<file path="config.mk">
export PLATFORM = sky130hd
export DESIGN_NAME = tun_out
export DESIGN_NICKNAME = d
export VERILOG_FILES = /design/src/rtl/tun_pkg.sv /design/src/rtl/tun_out.sv
export SDC_FILE = /design/constraint.sdc
export NUM_CORES = 1
export LEC_CHECK = 0
export BUFFER_PORTS_ARGS = -buffer_cell sky130_fd_sc_hd__clkbuf_2
export CORE_AREA = 4 4 328 330
export CTS_BUF_LIST = sky130_fd_sc_hd__clkbuf_8
export CTS_CLUSTER_DIAMETER = 40
export DETAILED_ROUTE_END_ITERATION = 16
export DIE_AREA = 0 0 332 334
export HOLD_SLACK_MARGIN = 0.1
export PLACE_DENSITY_LB_ADDON = 0.15
export SYNTH_ARGS = -nofsm -noshare
export SYNTH_HDL_FRONTEND = slang
export SYNTH_SLANG_ARGS = --single-unit
</file>
<file path="constraint.sdc">
create_clock -name clk -period 4.37 [get_ports clk]
set_input_delay 0.2185 -clock clk [delete_from_list [all_inputs] [get_ports clk]]
set_output_delay 0.2185 -clock clk [all_outputs]
set_load 0.02 [all_outputs]
</file>
<file path="src/rtl/tun_pkg.sv">
// Package for the triangle unit-normal block: widths, pipeline layout and stage types.
// Used by every file in rtl/.
package tun_pkg;

  localparam int COORD_WIDTH      = 16;
  localparam int NORMAL_FRAC_BITS = 14;

  localparam int LANES      = 3;
  localparam int EDGE_W     = COORD_WIDTH + 1;
  localparam int PROD_W     = 2 * EDGE_W;
  localparam int N_W        = PROD_W + 1;
  localparam int MAG_W      = PROD_W;
  localparam int SQ_W       = 2 * MAG_W;
  localparam int SUM_W      = SQ_W + 2;
  localparam int K_W        = NORMAL_FRAC_BITS + 2;
  localparam int OUT_W      = K_W;
  localparam int ROOT_STEPS = K_W;
  localparam int ROOT_SHIFT = 2 * (K_W - 1);
  localparam int ACC_W      = SUM_W + ROOT_SHIFT + 4;

  // pipeline stage numbers
  localparam int ST_EDGE  = 0;
  localparam int ST_PROD  = 1;
  localparam int ST_NORM  = 2;
  localparam int ST_SQ    = 3;
  localparam int ST_SUM   = 4;
  localparam int ST_ROOT0 = 5;
  localparam int ST_OUT   = ST_ROOT0 + ROOT_STEPS;
  localparam int NST      = ST_OUT + 1;

  localparam logic [K_W-1:0]   BIT_TOP = K_W'(1) << (K_W - 1);
  localparam logic [OUT_W-1:0] NRM_ONE = OUT_W'(1) << NORMAL_FRAC_BITS;

  typedef struct packed {
    logic [ACC_W-1:0] d;
    logic [ACC_W-1:0] p;
    logic [K_W-1:0]   k;
    logic             neg;
  } root_lane_t;

  typedef struct packed {
    root_lane_t [LANES-1:0] lane;
    logic [ACC_W-1:0]       q;
    logic [K_W-1:0]         bit_sel;
    logic                   zero;
  } root_t;

endpackage

</file>
<file path="src/rtl/tun_out.sv">
// Final rounding, clamp, sign and degenerate case; holds the output register.
// Depends on tun_pkg.
module tun_out import tun_pkg::*; (
  input  logic                        clk,
  input  logic                        en,
  input  root_t                       root,
  output logic [LANES-1:0][OUT_W-1:0] normal
);

  logic [K_W:0]     k_inc [LANES];
  logic [OUT_W-1:0] m     [LANES];
  logic [OUT_W-1:0] val   [LANES];
  logic [OUT_W-1:0] normal_r [LANES];

  // k is twice the quotient, so (k+1)/2 rounds half away from zero
  always_comb begin
    for (int i = 0; i < LANES; i++) begin
      k_inc[i] = {1'b0, root.lane[i].k} + (K_W+1)'(1);
      m[i]     = OUT_W'(k_inc[i][K_W:1]);
      if (m[i] > NRM_ONE) begin
        m[i] = NRM_ONE;
      end
      if (root.zero) begin
        val[i] = '0;
      end else begin
        val[i] = root.lane[i].neg ? OUT_W'(-m[i]) : m[i];
      end
    end
  end

  always_ff @(posedge clk) begin
    if (en) begin
      for (int i = 0; i < LANES; i++) begin
        normal_r[i] <= val[i];
      end
    end
  end

  always_comb begin
    for (int i = 0; i < LANES; i++) begin
      normal[i] = normal_r[i];
    end
  end

endmodule

</file>
**Yosys cells after proc, flatten, opt, wreduce, memory -nomap -nowiden**

Memories as Yosys holds them, arrays and structs flattened.
Cells that the tools add are included.

- Flip-flop bits (word level): 0
- Memory bits (writable): 48
- Input port bits: 798
- Output and inout port bits: 48
- Logic and storage cells: 21
- Memories kept: 1

Memory list:

| memory | words | bits a word | rd ports | clocked after memory_dff | wr ports | RTL line | RTL |
|---|---|---|---|---|---|---|---|
| normal_r | 3 | 16 | 3 | 0 | 3 | tun_out.sv:13 | `logic [OUT_W-1:0] normal_r [LANES];` |

- $add $sub $neg: 6
- Magnitude comparators: 3
- Muxes and demuxes: 11

Operator list:

| operator | number |
|---|---|
| $mux W16 | 9 |
| $add A16 B1 Y17 const B | 3 |
| $gt A16 B15 Y1 const B | 3 |
| $neg A16 Y16 | 3 |
| $mux W1 | 2 |

**Logic depth before layout (Yosys ltp)**

- Word-level depth: 6
- Gate-level depth with buffers: 15
- Depth with buffers taken out: 15

**Least setup slack after synthesis**

No wires, ideal clock.

- Path kind: input port to flip-flop
- From: input port root[122] (netlist bit)
- To: memory normal_r[0][12] (netlist bit), data pin
- Library setup time: 268 ps
- Arrival time: 3,116 ps
- Data required time: 4,102 ps
- Slack: 985 ps
- Stages: 15
- Path buffers: 0
- Path through: ha_1 nand4_4 nor3_1 mux2i_1 a21oi_1 or4_4 nand2_1 nand2_1 ha_1 and2_1 nand4_1 nand2_1 a31oi_1 o21ai_0 nor3b_1

RTL lines:

| element | RTL line | RTL |
|---|---|---|
| from (decl) | tun_out.sv:6 | `input root_t root,` |
| to (decl) | tun_out.sv:13 |  |

==> results.md <==
- Status: completed
- Achievable clock frequency: 270 MHz
- GR Overflow Total: 0
- Netlist cell types: 71
- Post-synth EDFFs: 48
- Tcrit/Tclk final: 84.7%
- Main synth FF type: edfxtp_1
- All-Layer GR Usage: 4.11%
- Mapped Cells: 569
- Gp weighted congestion: 0.672
- Row count: 119
- Full die area: 111,000 sq um
- Slew margin rel.: 52.0%
- Slew @ Worst Pin: 0.720 ns
- Setup tns final: 0 ns
- Initial antenna violation count: 5
- DP HPWL: 18,600 um
- Place WS: 0.236 ns
- DRC viols: 0
- Register area share after synthesis: 30.9%
- Port bufs: 101
- Final instance area: 7040 sq um
- First-pass GRT wire length: 33,400 um
- Core ar.: 105,000 sq um
- Final net count: 1,467
- Initial drt markers: 246
- LEAKAGE: 2.07 nW
- Hold crit path type: in -> reg
- Die Ht: 334 um
- Post-Syn Area: 4670 sq um
- Largest register FFs: 48
- Max-slew violations: 0
- Mapped Nets: 1,373
- CTS Sinks: 48
- Number of global-route vias before repair: 4,691
- Post-Syn Area per Cell: 8.20 sq um
- Worst-path maximum fanout: 7
- WL/cell: 11.1 um
- Chip width: 332 um
- Fin worst setup slack: 0.669 ns
- Number of max-cap violations: 0
- CTS root buf: clkbuf_8
- Max IR drop VDD: 129 uV
- Clk buf depth: 2
- Post-CTS Hold Fix Bufs: 0
- Synth top area cells: edfxtp_1 (31%), xnor2_1 (7.3%), xor2_1 (4.5%)
- Flops & latches, synth: 48
- Post-Route WL: 22,700 um
- Layout cells sized above 1: 23.8%
- Postcts setup bufs: 0
- Detail Route Antenna Nets: 0
- CP arrival: 3.87 ns
- Synth top area share: 30.9%
- Top Ports: 846
- CTS tree: done
- Largest net degree at the start of global routing: 28
- RSZ-0062 raised after global routing: no
- Vias per Instance: 2.23
- Crit path time final: 3.70 ns
- Number of buffers created by CTS: 5
- Crit path launch type: primary input
- DRT Pass-1 Iters: 4
- Setup CP Type: in -> reg
- CP Data Required Time: 4.54 ns
- Hold Fails Final Rpt: 0
- Placed cell area: 6920 sq um
- Worst-path clk slew: 0.12 ns
- Layout area overhead: 50.8%
- CTS H-tree depth: 2
- Initial core utilization: 4.45%
- PD cells: 199 nW/um^2
- Via count: 4,596
- PostCTS Resize Cnt: 0
- Setup crit end kind: flop
- Yosys top cell by area: edfxtp_1
- Top flop regs: normal_r: 48 flops
- Fraction of registers with async set/reset: 0%
- Setup-failing EPs final: 0
- Reg with most FFs: normal_r
- Yosys warning total: 0
critical path, stage by stage:
cell and delay, ns:
clkbuf_2 0.12, ha_1 0.31, nand4_4 0.23, nor3_1 0.35, mux2i_1 0.23, a21oi_1 0.12, or4_4 0.57, nand2_1 0.22
nand2_1 0.10, ha_1 0.26, and2_1 0.17, nand4_1 0.19, o21ai_0 0.13, or3_1 0.33, a31oi_1 0.32
synthesized netlist by cell type (all sizes together), types with 2 or more instances:
master,instances
o31ai,3
a41oi,2
o21a,3
a32o,2
nor3,28
or4,4
and2,11
a311oi,2
nand2b,5
nand4b,2
or2,10
nand2,53
o22ai,3
buf,16
xnor2,40
mux2i,7
a21oi,26
nor4,9
and4,3
and4b,2
inv,13
nand3,36
nor3b,7
nor2,48
a31o,4
a21o,4
o211ai,3
o21ai,26
o21bai,3
clkbuf,21
or3,13
edfxtp,48
a31oi,15
and3,15
a21boi,2
ha,6
nand4,19
a211oi,6
xor2,24
nand3b,6
layer usage:
| metal | GRT usage, % | share of wire (%) |
|---|---|---|
| met4 | 0.887 | 0.90 |
| met2 | 6.30 | 45 |
| met3 | 1.09 | 3.7 |
| met5 | 0 | 0 |
| met1 | 5.77 | 50 |
report_power, final:
| part | leakage, nW | switching (mW) | total [mW] | internal, mW |
|---|---|---|---|---|
| clock | 0.0558 | 0.217 | 0.388 | 0.171 |
| combinational | 1.56 | 0.292 | 0.438 | 0.146 |
| sequential | 0.460 | 0.0219 | 0.575 | 0.553 |
| total | 2.07 | 0.531 | 1.40 | 0.870 |
logic make-up after synthesis:
| kind of cell | after synthesis | share of synthesized area, % |
|---|---|---|
| adders and majority gates | 6 | 1.61 |
| xor gates and xnor gates | 64 | 12.2 |
| muxes | 8 | 1.74 |
| AOI/OAI and AO/OA | 116 | 16.3 |
| buffers and inverters | 50 | 4.64 |
| DFF | 48 | 30.9 |
| and+or+nand+nor | 277 | 32.7 |
stage by stage:
stage          hold WS (ns)  power (mW)  util [%]  cells
3_5_place_dp          0.679        1.04      6.60   2047
6_report              0.312        1.40      6.71   2058
2_1_floorplan         0.331       0.834         -    569
4_1_cts               0.262        1.47      6.70   2055
3_3_place_gp          0.679        1.05      6.60   2047
5_1_grt               0.316        1.52      6.71   2057
worst paths after layout:
check	from	end	slack (ns)	depth (start not counted)
worst max-delay path	root[122]	normal_r[0][10]	0.67	15
worst min-delay path	root[582]	normal_r[0][41]	0.31	3
final cells by class:
| class | instances | area [sq um] |
|---|---|---|
| clock inverters | 3 | 42.5 |
| inverters | 13 | 48.8 |
| well taps | 1391 | 1740 |
| fillers | 12400 | 97800 |
| clock buffers | 5 | 68.8 |
| diodes | 3 | 7.51 |
| multi-input cells | 471 | 3010 |
| repair buffers | 124 | 678 |
| flip-flops and latches | 48 | 1440 |
layout by cell type, fill, tap and decap left out, types with 17 or more instances in the layout:
cell type  instances
xnor2_1           39
edfxtp_1          48
buf_4             23
a21oi_1           26
xor2_1            24
nand3_1           35
o21ai_0           26
clkbuf_2         100
nand2_1           53
nor3_1            26
nand4_1           17
nor2_1            48
No activity file was read; power rests on OpenSTA's default activity.
