## src/rtl/tun_pkg.sv

```systemverilog
// Package for the triangle unit-normal block: widths, pipeline layout and stage types.
// Used by every file in rtl/.
package tun_pkg;

  localparam int COORD_WIDTH      = 16;
  localparam int NORMAL_FRAC_BITS = 14;

  localparam int LANES      = 3;
  localparam int EDGE_W     = COORD_WIDTH + 1;
  localparam int PROD_W     = 2 * EDGE_W;
  localparam int N_W        = PROD_W + 1;
  localparam int MAG_W      = PROD_W;
  localparam int SQ_W       = 2 * MAG_W;
  localparam int SUM_W      = SQ_W + 2;
  localparam int K_W        = NORMAL_FRAC_BITS + 2;
  localparam int OUT_W      = K_W;
  localparam int ROOT_STEPS = K_W;
  localparam int ROOT_SHIFT = 2 * (K_W - 1);
  localparam int ACC_W      = SUM_W + ROOT_SHIFT + 4;

  // pipeline stage numbers
  localparam int ST_EDGE  = 0;
  localparam int ST_PROD  = 1;
  localparam int ST_NORM  = 2;
  localparam int ST_SQ    = 3;
  localparam int ST_SUM   = 4;
  localparam int ST_ROOT0 = 5;
  localparam int ST_OUT   = ST_ROOT0 + ROOT_STEPS;
  localparam int NST      = ST_OUT + 1;

  localparam logic [K_W-1:0]   BIT_TOP = K_W'(1) << (K_W - 1);
  localparam logic [OUT_W-1:0] NRM_ONE = OUT_W'(1) << NORMAL_FRAC_BITS;

  typedef struct packed {
    logic [ACC_W-1:0] d;
    logic [ACC_W-1:0] p;
    logic [K_W-1:0]   k;
    logic             neg;
  } root_lane_t;

  typedef struct packed {
    root_lane_t [LANES-1:0] lane;
    logic [ACC_W-1:0]       q;
    logic [K_W-1:0]         bit_sel;
    logic                   zero;
  } root_t;

endpackage

```

## src/rtl/tun_root_step.sv

```systemverilog
// One bit of k = floor(2^15 * |N_i| / |N|) per lane, found by shift-and-subtract.
// Depends on tun_pkg.
module tun_root_step import tun_pkg::*; (
  input  logic  clk,
  input  logic  en,
  input  root_t root_in,
  output root_t root_out
);

  logic [ACC_W-1:0] trial [LANES];
  logic [ACC_W:0]   diff  [LANES];
  logic             take  [LANES];
  root_t            root_nxt;
  root_t            root_r;

  // p = k*S*2^(j+1), q = S*2^(2j); (k+2^j)^2 S fits iff p+q <= remainder
  always_comb begin
    root_nxt         = root_in;
    root_nxt.q       = root_in.q >> 2;
    root_nxt.bit_sel = root_in.bit_sel >> 1;
    for (int i = 0; i < LANES; i++) begin
      trial[i] = root_in.lane[i].p + root_in.q;
      diff[i]  = {1'b0, root_in.lane[i].d} - {1'b0, trial[i]};
      take[i]  = !diff[i][ACC_W];
      if (take[i]) begin
        root_nxt.lane[i].d = diff[i][ACC_W-1:0];
        root_nxt.lane[i].p = (root_in.lane[i].p >> 1) + root_in.q;
        root_nxt.lane[i].k = root_in.lane[i].k | root_in.bit_sel;
      end else begin
        root_nxt.lane[i].p = root_in.lane[i].p >> 1;
      end
    end
  end

  always_ff @(posedge clk) begin
    if (en) begin
      root_r <= root_nxt;
    end
  end

  assign root_out = root_r;

endmodule

```

## config.mk

```make
export PLATFORM = sky130hd
export DESIGN_NAME = tun_root_step
export DESIGN_NICKNAME = d
export VERILOG_FILES = /design/src/rtl/tun_pkg.sv /design/src/rtl/tun_root_step.sv
export SDC_FILE = /design/constraint.sdc
export NUM_CORES = 2
export LEC_CHECK = 0
export BUFFER_PORTS_ARGS = -buffer_cell sky130_fd_sc_hd__buf_2
export CAP_MARGIN = 30
export CORE_AREA = 3 3 612 614
export DETAILED_ROUTE_END_ITERATION = 8
export DIE_AREA = 0 0 615 617
export GPL_ROUTABILITY_DRIVEN = 0
export PLACE_DENSITY_LB_ADDON = 0.1
export SLEW_MARGIN = 25
export SYNTH_ARGS = -nofsm -noshare
export SYNTH_HDL_FRONTEND = slang
export SYNTH_SLANG_ARGS = --single-unit
```

## constraint.sdc

```tcl
create_clock -name clk -period 7.3 [get_ports clk]
set_input_delay 0.365 -clock clk [delete_from_list [all_inputs] [get_ports clk]]
set_output_delay 0.365 -clock clk [all_outputs]
set_load 0.02 [all_outputs]
```

=== Word level (Yosys, flattened, before mapping) ===
Index checks and enable logic that the tools add are counted.

* Add/subtract/negate cells: 9
* Multiplexer cells: 9
* Bitwise operators: 3

{| class="wikitable"
|+ Operators with widths
! cell !! count
|-
| subtractor 104 x 104 -> 105 bit || 3
|-
| adder 103 x 104 -> 104 bit || 3
|-
| adder 104 bit || 3
|-
| 2-to-1 mux 104 bit || 3
|-
| 2-to-1 mux 103 bit || 3
|-
| 2-to-1 mux 16 bit || 3
|-
| OR 16 bit || 3
|}

* Register bits: 793
* Bits of input ports: 798
* Logic and storage cells: 39

=== Longest topological paths before layout ===
* Depth after elaboration: 3
* Depth in mapped cells: 31
* Gate-level depth less buffers: 30

=== Worst setup path before layout ===
No wires, ideal clock.

* Path kind: in2reg
* Start point: in root_in[18] (netlist name)
* End point: reg root_r (netlist bit root_out[344]), data pin
* Setup time: 0.260 ns
* Data arrival time: 5.933 ns
* Path slack: 1.107 ns
* Stages on the path: 26
* Path through: inv_1 -> fa_1 -> nor2b_1 -> o31a_1 -> nor3_1 -> o41ai_1 -> o21ai_0 -> o211ai_1 -> nor2b_1 -> nor2_1 -> o21bai_1 -> xnor2_1 -> ha_1 -> clkbuf_1 -> nand2_1 -> nor2_1 -> nand4_1 -> nor3b_1 -> a21oi_1 -> o41ai_1 -> o21a_1 -> a31oi_1 -> o31a_1 -> o21ai_2 -> clkbuf_1 -> mux2_2

{| class="wikitable"
|+ RTL lines
! what !! RTL line !! text
|-
| from (decl) || tun_root_step.sv:6 || <nowiki>input root_t root_in,</nowiki>
|-
| to (signal assigned) || tun_root_step.sv:37 || <nowiki>root_r <= root_nxt;</nowiki>
|-
| to (decl) || tun_root_step.sv:14 || <nowiki>root_t root_r;</nowiki>
|}

==> results.toml <==
[global_routing]
grt_max_degree = 133
grt_first_pass_wirelength_um = 716000
overflow = 0
grt_usage_pct = 26.0
antenna_found_initial = 155
grt_pass1_vias = 96600

[floorplanning]
dieArea_mm2 = 0.379
design.core.area_mm2 = 0.369
die_y_um = 617
placementRows = 223
ios = 1594
die_x_um = 615
start_util_pct = 23.5

[timing]
hold_viol = 0
max_freq_mhz = 140
worst_slack_ns = 0.174
slew_headroom_pct = 25.6
worst_pin_slew_ns = 1.12
finalCritPeriodShare_pct = 97.6
setup-violations-final = 0
slew_violations = 0
period_needed_ns = 7.13
final.setup.tns_ns = 0
rsz0062_at_grt = "yes"

[pwr]
power_w = 0.0298
switching_share_pct = 45.5
pwr-share-seq_pct = 23.0
peakVddDrop_mv = 0.218
pwr-share-comb_pct = 56.3
powerDensity_mw_per_mm2 = 253
netSwitchingPower_w = 0.0136
pwr-share-clk_pct = 20.7
p_int_w = 0.0163
p_leak_nw = 51.2

[logic_synthesis]
synth_seq_cells = 793
synth_area_mm2 = 0.0867
synth_area_leaders = "edfxtp_1, ha_1, a21oi_1"
ys.flop_type = "edfxtp_1"
netlist_instances = 10800
synth.distinct_cells = 93
synth_area_per_cell_um2 = 8.04
synth-edff-count = 793
synth-async-reset-ratio_pct = 0
synth_common_cells = "a21oi_1, nor2_1, ha_1"
yosys_warnings = 0
synth.most_common_cell = "a21oi_1"
ys_seq_area_share_pct = 27.5
yosys.area.top_type = "edfxtp_1"
yosysTopAreaCellShare_pct = 27.5

[flow_run]
drv_cap = 0

[finish]
syn2layout_area_growth_pct = 35.9
stdcell_count = 18700
largest_reg_flops = 793
drive_gt1_share_pct = 20.9
seqCellArea_mm2 = 0.0238
multi_input_area_mm2 = 0.0596
final_nets = 15300
nFillCells = 39500

[clock_network]
clock-sinks = 793
cts_tree = "yes"
clkTransAtPathRegs_ns = 0.06
clockBufferDepth = 4
cts-root-buf = "clkbuf_16"
htreeDepth = 3
numCtsBuffers = 117

[setup_path]
critPathArrivalTime_ns = 7.72
crit_type = "in -> reg"
crit_path_max_incr_delay_ns = 0.52
crit_required_ns = 7.89
critPathSlowestCell = "dlygate4sd3_1"
path_common_cell = "buf_4"
critPathCaptureType = "register"
start_kind = "primary input"
cp_max_fo = 15

[placed_design]
dp_cells = 17700
port_buffers = 1590
dpl_worst_slack_ns = -0.603
hpwlAfterDp_um = 444000

[detailed_routing]
drtIter0Drc = 7915
wl_per_cell_um = 27.9
drtPass1Iterations = 6
wl_um = 521000
drc_errors = 0
drtAntennaViolNets = 0
vias_per_cell = 5.23
num_vias = 97800

[hold_path]
holdCritPathClass = "in -> reg"

[run_status]
outcome = "finished, final reports clean"
==> critical path, delay by kind of cell <==
kind	cells	cell delay [ns]
buffers and inverters	11	1.98
AOI/OAI and AO/OA	16	3.50
and+or+nand+nor	3	0.67
xor gates and xnor gates	1	0.27
adders and majority gates	3	0.89
==> cell usage in the layout (no fill, tap or decap), drive strengths merged, types with 17 or more instances in the layout <==
| master | count |
|---|---|
| buf | 2512 |
| a21oi | 1749 |
| nor2 | 1057 |
| ha | 930 |
| nand2 | 918 |
| edfxtp | 793 |
| o21ai | 768 |
| dlygate4sd3 | 731 |
| a21o | 620 |
| xnor2 | 531 |
| xor2 | 372 |
| nand4 | 368 |
| inv | 327 |
| o21bai | 286 |
| nor3 | 169 |
| nand3 | 134 |
| a31oi | 127 |
| clkbuf | 121 |
| o21a | 85 |
| nand2b | 79 |
| diode | 78 |
| nor2b | 75 |
| a211oi | 62 |
| a21boi | 58 |
| and3 | 57 |
| o31ai | 55 |
| or3 | 50 |
| clkinv | 49 |
| mux2 | 47 |
| o211ai | 44 |
| nor4 | 43 |
| and2 | 42 |
| o41ai | 32 |
| a221oi | 29 |
| a221o | 22 |
| or2 | 21 |
| a41oi | 20 |
| and4 | 19 |
| bufinv | 18 |
| o221ai | 17 |
==> routing by layer <==
layer | wire length, um | global-route usage [%] | up-vias
met5 | 95 | 0 | -
met4 | 29100 | 12.7 | 16
met3 | 31300 | 3.87 | 857
met2 | 239000 | 43.1 | 3829
met1 | 221000 | 33.0 | 47300
li1 | - | - | 45900
==> power groups by stage <==
| stage | Combinational [W] | Clock (W) | Sequential, W |
|---|---|---|---|
| final | 0.0168 | 0.00618 | 0.00686 |
| after floorplan | 0.00814 | 0 | 0.00800 |
| after CTS | 0.0167 | 0.00638 | 0.00688 |
| after global routing | 0.0181 | 0.00651 | 0.00693 |
| after detailed placement | 0.0163 | 0 | 0.00694 |
| after global placement | 0.0163 | 0 | 0.00698 |
==> path summary, 6_finish.rpt <==
check,startpoint,cells after the start,slack (ns),end
hold / removal,root_in[203],3,0.07,root_out[202]
setup / recovery,root_in[363],34,0.17,root_out[444]
==> cell type report <==
type                    instances  share of cell area, %
multi-input cells            9102                   50.6
flip-flops and latches        793                   20.2
repair buffers               3244                   19.3
well taps                    4950                   5.26
clock buffers                 120                   2.50
inverters                     318                   1.01
clock inverters                92                  0.902
diodes                         78                  0.166
==> per-stage QoR <==
stage / utilization, % / area [um^2] / hold slack (ns)
floorplan: - / 86700 / 0.464
global placement: 28.7 / 106000 / 0.543
detailed placement: 28.7 / 106000 / 0.543
CTS: 31.8 / 117000 / 0.00272
global route: 31.9 / 118000 / 0.0265
finish: 31.9 / 118000 / 0.0719
==> kinds of logic after synthesis <==
family	Yosys count	share of synthesized area, %
and+or+nand+nor	3081	16.3
adders and majority gates	939	13.6
buffers and inverters	879	3.96
xor gates and xnor gates	903	9.13
other	1	0.00433
AOI/OAI and AO/OA	4128	28.9
DFF	793	27.5
muxes	48	0.622
==> repair_timing <==
item,CTS,global route
endpoints found under the setup margin,0,161
gates resized for setup,0,43
setup buffers,0,4
hold endpoints to repair,751,0
hold buffers,731,0
No activity file was read; power rests on OpenSTA's default activity.
